[src/rtl/core/assert_macros.svh]
// Assertion helpers shared by the RTL that checks itself.
`ifndef ASSERT_MACROS_SVH
`define ASSERT_MACROS_SVH

// Condition holds in the same cycle as the trigger.
`define ASSERT_SAME(label, clk, rst_n, ante, cons, msg) \
  label: assert property (@(posedge clk) disable iff (!rst_n) (ante) |-> (cons)) \
    else $error(msg);

// Condition holds in the cycle after the trigger.
`define ASSERT_NEXT(label, clk, rst_n, ante, cons, msg) \
  label: assert property (@(posedge clk) disable iff (!rst_n) (ante) |=> (cons)) \
    else $error(msg);

`endif

[src/rtl/core/dee_pkg.sv]
`default_nettype none
package dee_pkg;

  localparam logic [63:0] SMAX = 64'h7FFF_FFFF_FFFF_FFFF;
  localparam logic [4:0] POW10_MAX_IDX = 5'd18;

  localparam logic [7:0] CH_ZERO  = 8'h30;
  localparam logic [7:0] CH_NINE  = 8'h39;
  localparam logic [7:0] CH_PLUS  = 8'h2B;
  localparam logic [7:0] CH_MINUS = 8'h2D;
  localparam logic [7:0] CH_STAR  = 8'h2A;
  localparam logic [7:0] CH_SLASH = 8'h2F;
  localparam logic [7:0] CH_POINT = 8'h2E;
  localparam logic [7:0] CH_SPACE = 8'h20;

  typedef enum logic [2:0] {
    ERR_OK    = 3'd0,
    ERR_CHAR  = 3'd1,
    ERR_COUNT = 3'd2,
    ERR_FORM  = 3'd3,
    ERR_ARITH = 3'd4
  } err_t;

  typedef enum logic [1:0] {
    OP_ADD = 2'd0,
    OP_SUB = 2'd1,
    OP_MUL = 2'd2,
    OP_DIV = 2'd3
  } op_t;

  typedef enum logic [1:0] {
    SRC_LEFT  = 2'd0,
    SRC_RIGHT = 2'd1,
    SRC_OPS   = 2'd2
  } src_t;

  typedef enum logic [2:0] {
    CAP_NONE   = 3'd0,
    CAP_A      = 3'd1,
    CAP_B      = 3'd2,
    CAP_ADDSUB = 3'd3,
    CAP_DIV    = 3'd4,
    CAP_DIVZ   = 3'd5,
    CAP_MUL    = 3'd6,
    CAP_ERR    = 3'd7
  } cap_t;

  typedef struct packed {
    logic take;
    logic div_start;
    src_t div_src;
    cap_t cap;
    logic mul_start;
    logic load_out;
  } cmd_t;

  typedef struct packed {
    err_t err;
    op_t  op;
    logic b_zero;
    logic div_done;
    logic mul_done;
  } stat_t;

  function automatic logic [63:0] pow10(input logic [4:0] k);
    logic [63:0] p;
    case (k)
      5'd0:  p = 64'd1;
      5'd1:  p = 64'd10;
      5'd2:  p = 64'd100;
      5'd3:  p = 64'd1000;
      5'd4:  p = 64'd10000;
      5'd5:  p = 64'd100000;
      5'd6:  p = 64'd1000000;
      5'd7:  p = 64'd10000000;
      5'd8:  p = 64'd100000000;
      5'd9:  p = 64'd1000000000;
      5'd10: p = 64'd10000000000;
      5'd11: p = 64'd100000000000;
      5'd12: p = 64'd1000000000000;
      5'd13: p = 64'd10000000000000;
      5'd14: p = 64'd100000000000000;
      5'd15: p = 64'd1000000000000000;
      5'd16: p = 64'd10000000000000000;
      5'd17: p = 64'd100000000000000000;
      default: p = 64'd1000000000000000000;
    endcase
    return p;
  endfunction

endpackage
`default_nettype wire

[src/rtl/core/dee_ctrl.sv]
`default_nettype none
// Sequencer: takes characters, then walks the datapath through evaluation.
module dee_ctrl (
  input  wire             clk,
  input  wire             rst_n,
  input  wire             in_valid,
  input  wire             in_end_of_text,
  output logic            in_ready,
  output logic            out_valid,
  input  wire             out_ready,
  input  dee_pkg::stat_t  stat,
  output dee_pkg::cmd_t   cmd
);
  typedef enum logic [8:0] {
    S_IDLE   = 9'b000000001,
    S_CHECK  = 9'b000000010,
    S_CONVA  = 9'b000000100,
    S_CONVB  = 9'b000001000,
    S_ARITH  = 9'b000010000,
    S_MUL    = 9'b000100000,
    S_MULCAP = 9'b001000000,
    S_DIV    = 9'b010000000,
    S_DONE   = 9'b100000000
  } state_t;

  state_t state_r, state_nxt;
  logic   ovld_r, ovld_nxt;

  assign in_ready  = state_r == S_IDLE;
  assign out_valid = ovld_r;

  always_comb begin
    state_nxt     = state_r;
    ovld_nxt      = ovld_r && !out_ready;
    cmd           = '0;
    cmd.div_src   = dee_pkg::SRC_LEFT;
    cmd.cap       = dee_pkg::CAP_NONE;
    case (state_r)
      S_IDLE: begin
        cmd.take = in_valid;
        if (in_valid && in_end_of_text) begin
          state_nxt = S_CHECK;
        end
      end
      S_CHECK: begin
        if (stat.err != dee_pkg::ERR_OK) begin
          cmd.cap   = dee_pkg::CAP_ERR;
          state_nxt = S_DONE;
        end else begin
          cmd.div_start = 1'b1;
          state_nxt     = S_CONVA;
        end
      end
      S_CONVA: begin
        if (stat.div_done) begin
          cmd.cap       = dee_pkg::CAP_A;
          cmd.div_start = 1'b1;
          cmd.div_src   = dee_pkg::SRC_RIGHT;
          state_nxt     = S_CONVB;
        end
      end
      S_CONVB: begin
        cmd.div_src = dee_pkg::SRC_RIGHT;
        if (stat.div_done) begin
          cmd.cap   = dee_pkg::CAP_B;
          state_nxt = S_ARITH;
        end
      end
      S_ARITH: begin
        case (stat.op)
          dee_pkg::OP_MUL: begin
            cmd.mul_start = 1'b1;
            state_nxt     = S_MUL;
          end
          dee_pkg::OP_DIV: begin
            if (stat.b_zero) begin
              cmd.cap   = dee_pkg::CAP_DIVZ;
              state_nxt = S_DONE;
            end else begin
              cmd.div_start = 1'b1;
              cmd.div_src   = dee_pkg::SRC_OPS;
              state_nxt     = S_DIV;
            end
          end
          default: begin
            cmd.cap   = dee_pkg::CAP_ADDSUB;
            state_nxt = S_DONE;
          end
        endcase
      end
      S_MUL: begin
        if (stat.mul_done) begin
          state_nxt = S_MULCAP;
        end
      end
      S_MULCAP: begin
        cmd.cap   = dee_pkg::CAP_MUL;
        state_nxt = S_DONE;
      end
      S_DIV: begin
        cmd.div_src = dee_pkg::SRC_OPS;
        if (stat.div_done) begin
          cmd.cap   = dee_pkg::CAP_DIV;
          state_nxt = S_DONE;
        end
      end
      S_DONE: begin
        if (!ovld_r || out_ready) begin
          cmd.load_out = 1'b1;
          ovld_nxt     = 1'b1;
          state_nxt    = S_IDLE;
        end
      end
      default: state_nxt = S_IDLE;
    endcase
  end

  always_ff @(posedge clk) begin
    if (!rst_n) begin
      state_r <= S_IDLE;
      ovld_r  <= 1'b0;
    end else begin
      state_r <= state_nxt;
      ovld_r  <= ovld_nxt;
    end
  end
endmodule
`default_nettype wire

[config.mk]
export PLATFORM = sky130hd
export DESIGN_NAME = dee_ctrl
export DESIGN_NICKNAME = d
export VERILOG_FILES = /design/src/rtl/core/assert_macros.svh /design/src/rtl/core/dee_pkg.sv /design/src/rtl/core/dee_ctrl.sv
export SDC_FILE = /design/constraint.sdc
export NUM_CORES = 1
export LEC_CHECK = 0
export BUFFER_PORTS_ARGS = -buffer_cell sky130_fd_sc_hd__buf_4
export CELL_PAD_IN_SITES_DETAIL_PLACEMENT = 1
export CELL_PAD_IN_SITES_GLOBAL_PLACEMENT = 1
export CORE_UTILIZATION = 34
export DETAILED_ROUTE_END_ITERATION = 6
export PLACE_DENSITY_LB_ADDON = 0.2
export SLEW_MARGIN = 30
export SYNTH_ARGS = -nofsm -noshare
export SYNTH_HDL_FRONTEND = slang
export SYNTH_SLANG_ARGS = --single-unit
[constraint.sdc]
create_clock -name clk -period 1.8 [get_ports clk]
set_input_delay 0.27 -clock clk [delete_from_list [all_inputs] [get_ports clk]]
set_output_delay 0.27 -clock clk [all_outputs]
set_load 0.02 [all_outputs]
## Word-level counts from Yosys, hierarchy flattened

Cells that the tools add are included.

| operators by class | value |
|---|---|
| multiplexer cells | 29 |
| reductions and logical operators | 7 |
| equality and inequality tests | 17 |

Operator list:

| operator | number |
|---|---|
| $pmux W9 S9 | 1 |
| $mux W9 | 8 |
| $pmux W3 S6 | 1 |
| $pmux W9 S2 | 1 |
| $mux W3 | 5 |
| $ne A2 B2 Y1 const B | 5 |
| $eq A9 B1 Y1 const B | 1 |
| $eq A9 B2 Y1 const B | 1 |
| $eq A9 B3 Y1 const B | 1 |
| $eq A9 B4 Y1 const B | 1 |
| $eq A9 B5 Y1 const B | 1 |
| $eq A9 B6 Y1 const B | 1 |
| $eq A9 B7 Y1 const B | 1 |
| $eq A9 B8 Y1 const B | 1 |
| $eq A9 B9 Y1 const B | 1 |
| $mux W1 | 8 |
| $pmux W2 S4 | 1 |
| $mux W6 | 1 |
| $pmux W3 S2 | 1 |
| $reduce_and A6 Y1 | 1 |
| $eq A2 B2 Y1 const B | 2 |
| $pmux W1 S3 | 1 |
| $reduce_bool A3 Y1 | 1 |
| $logic_and A1 B1 Y1 | 2 |
| 4 further kinds | 5 |

| word-level totals | value |
|---|---|
| output and inout bits | 11 |
| bits in registers | 10 |
| word-level logic and storage cells | 55 |
| bits of input ports | 13 |

## Longest topological paths before layout

| depth | value |
|---|---|
| depth in word-level cells | 4 |
| mapped depth | 6 |
| gate-level depth less buffers | 5 |

## Worst setup path after synthesis

No wires, ideal clock.

| path | value |
|---|---|
| kind | reg2out |
| start | reg state_r[3] |
| end | out cmd[7] (netlist bit) |
| path slack | -0.005 ns |
| buffers on the path | 1 |
| cell stages (with the launch flop) | 7 |
| required time | 1.530 ns |
| arrival time | 1.535 ns |
| cells stage by stage | dfxtp_1 > buf_4 > nor3_4 > and2_4 > nand3_4 > or3b_4 > nand3_1 |

RTL lines:

| element | line | RTL |
|---|---|---|
| from (decl) | dee_ctrl.sv:26 | `state_t state_r, state_nxt;` |
| from (signal assigned) | dee_ctrl.sv:123 | `state_r <= state_nxt;` |
| to (decl) | dee_ctrl.sv:12 | `output dee_pkg::cmd_t cmd` |

==> run metrics <==
outcome=finished with violations; end of the worst register-to-register path=state_r[8]; most used flip-flop cell after synthesis=sky130_fd_sc_hd__dfxtp_1; final non-filler cell area=approximately 0.0013 sq mm; CTS buffer count=3; count of warnings emitted by yosys=0; kind of path behind the tightest hold check=in2reg; ys async rst share=0%; number of buffers on the longest clock path=2; Critical Path Source Type=flip-flop; final worst-path setup slack=-0.2694 ns; WP data required=~1.5 ns; GR Overflow Total=0; total negative slack for setup checks=-1.679 ns; area growth from synthesis to layout=79.76%; wire per inst=19.28 microns; dominant cell type by area after synthesis=sky130_fd_sc_hd__dfxtp_1; wire length of the first global-routing pass=~4400 microns; overall die width=between 40 and 50 microns; met2 layer usage reported by global route=roughly 57%; Hold Path Origin=rst_n; Min Clock Period, post-route=2.069 ns; GRT Max-Usage Layer=met2; most frequent cells in the layout=sky130_fd_sc_hd__buf_4, sky130_fd_sc_hd__buf_6, sky130_fd_sc_hd__nand2_1, sky130_fd_sc_hd__dfxtp_1, sky130_fd_sc_hd__nor2_1; initial cell density of the core=36.49%; Yosys reg bits=10; library cell used as clock root buffer=sky130_fd_sc_hd__clkbuf_4; Routed WL=3258 microns; unrepaired setup endpoints after global routing=yes; proportion of layout cells with a drive suffix above 1=around three fifths; Min-Delay Endpoint=state_r[5]; DR vias=roughly 940; commonest non-fill, non-tap cell in the layout=sky130_fd_sc_hd__buf_4; max_slew headroom=75.76%; die outline area=between 0.002 and 0.0025 sq mm; number of setup violations in the final report=11; vias per std cell=5.538; Top Ports=24; maximum capacitance violations=0; WP data arrival=approximately 1.8 ns; Layout fillers=about 240; H-tree lvl count=1; count of cell types in the netlist=36; mapped cell area=723.2 sq um; class of the most critical setup path=reg2out; Max Transition Viols Final=0; peak supply drop=0.3861 mV; post-synth net total=104; number of instances on the worst hold path=2; Max Clock Skew=~0.016 ns; top achievable clock speed=0.4832 GHz; initial DRC count=17; area of combinational cells with multiple inputs=slightly above 600 sq um; overall die height=48.12 microns; pin count of the biggest net entering global routing=8; worst setup slack after placement=-0.02830 ns; antenna viol nets, final=0; CTS Hold Buffers Added=0; transition time at the pin with the least slew margin=0.3608 ns; proportion of netlist area held by the largest area contributor=27.68%; met3 Track Usage GR=7.037%; number of global-route vias before repair=915; DR DRC count=0; initial antenna violation count=0; cell depth of the worst flop-to-flop path=9; Crit. End Element=primary output; number of antenna cells inserted=0; source-to-sink clock delay at the later pin of the worst-skew pair=0.28 ns; Std-Cell Rows=16; GP Congestion=0.8508; portion of the post-synthesis area used by sequential elements=27.68%; met1 Resource Use GR=31.26%; total track usage=29.21%; total power density per cell area=606.2 mW/mm^2; launching point of the worst reg2reg path=state_r[8]; IO Port Bufs=23; Mapped Avg Cell Area=about 7.9 sq um; cells taking the most area after synthesis=sky130_fd_sc_hd__dfxtp_1, sky130_fd_sc_hd__nand3_1, sky130_fd_sc_hd__nor2_1; count of TritonRoute iterations in the first routing pass=4; number of endpoints with negative hold slack in the final report=0; half-perimeter wire length of the detailed placement result=just over 2000 microns; clock tree from TritonCTS=yes; final total power=788.1 uW; Reg clk slew, reported paths=0.06 ns; violated checks=negative setup slack; R2R Setup Slk=-0.02 ns; count of nets after finishing=157; share of the cycle needed by the critical path after routing=115.0%; number of instances in the synthesized netlist=91; crit-path max FO=3; standby leakage power=0.5813 nW; Num Clock Sinks=10; area occupied by registers=211.5 sq um; standard cell core area=0.001982 sq mm; cell area after placement=a little over 0.001 sq mm; number of synthesized flops with an enable pin=0
[area by class of cell]
class / count / share of cell area [%]
tap: 27 / 2.599
inverter: 3 / 0.8662
sequential: 10 / 16.27
clock buffer: 3 / 1.732
timing repair buffer: 49 / 31.76
multi-input combinational: 77 / 46.78
[Yosys cell counts, types with 2 or more instances]
master,count
sky130_fd_sc_hd__nor3_1,2
sky130_fd_sc_hd__inv_1,3
sky130_fd_sc_hd__and2_1,3
sky130_fd_sc_hd__nor2b_1,5
sky130_fd_sc_hd__and2_4,2
sky130_fd_sc_hd__dfxtp_1,10
sky130_fd_sc_hd__a21oi_1,3
sky130_fd_sc_hd__o21ai_0,4
sky130_fd_sc_hd__nand2_1,9
sky130_fd_sc_hd__nor3b_1,2
sky130_fd_sc_hd__nand4_1,4
sky130_fd_sc_hd__nand3_1,10
sky130_fd_sc_hd__nor2_1,10
sky130_fd_sc_hd__and3_1,2
[logic make-up (layout without fill, tap and decap cells)]
group / after synthesis / after routing / synth area share, %
and+or+nand+nor: 58 / 58 / 50.35
DFF: 10 / 10 / 27.68
buffers and inverters: 4 / 55 / 2.595
xor gates and xnor gates: 1 / 1 / 1.211
AOI/OAI and AO/OA: 18 / 18 / 18.17
[layer usage]
metal | share of wire (%) | wire, microns | vias to the layer above
li1 | - | - | 438
met2 | 54 | 1758 | 33
met1 | 39 | 1263 | 455
met5 | 0 | 0 | -
met3 | 4.8 | 156 | 10
met4 | 2.5 | 81 | 0
[worst max path at each step]
stage | end | startpoint | cells past startpoint
2_1_floorplan | cmd[6] | state_r[3] | 6
3_3_place_gp | cmd[6] | state_r[2] | 6
3_5_place_dp | cmd[7] | state_r[2] | 6
4_1_cts | cmd[7] | state_r[7] | 6
5_1_grt | cmd[7] | state_r[7] | 6
6_report | cmd[7] | state_r[7] | 6
[through the flow]
step	hold slack (ns)	std cells	util (%)
4_1_cts	0.2483	165	59.85
5_1_grt	0.2506	169	65.59
6_report	0.2513	169	65.59
3_5_place_dp	0.5207	153	51.70
3_3_place_gp	0.5136	153	51.70
2_1_floorplan	0.3917	91	-
[timing repair]
action                     4_1_cts  5_1_grt
buffers inserted                 9        6
hold endpoints to repair         0        0
pin swaps                       10       20
gates resized for setup         21       23
setup endpoints to repair        9       17
[where the power goes]
group          leakage [nW]  internal (mW)  switching (mW)
registers            0.0834          0.229          0.0171
logic                 0.484          0.186           0.195
clock network        0.0138         0.0774          0.0841
[sequential cells by signal, summed over array words and instances (netlist names)]
| signal | count |
|---|---|
| state_r | 9 |
| out_valid | 1 |
[critical path, stage by stage, from the launching register on]
cell and delay, ns:
sky130_fd_sc_hd__dfxtp_4 0.35, sky130_fd_sc_hd__nor4_4 0.29, sky130_fd_sc_hd__and2_4 0.20, sky130_fd_sc_hd__nand3_4 0.06, sky130_fd_sc_hd__or3b_4 0.41, sky130_fd_sc_hd__nand3_2 0.10, sky130_fd_sc_hd__buf_6 0.12
Power figures use the tool's default switching activity.
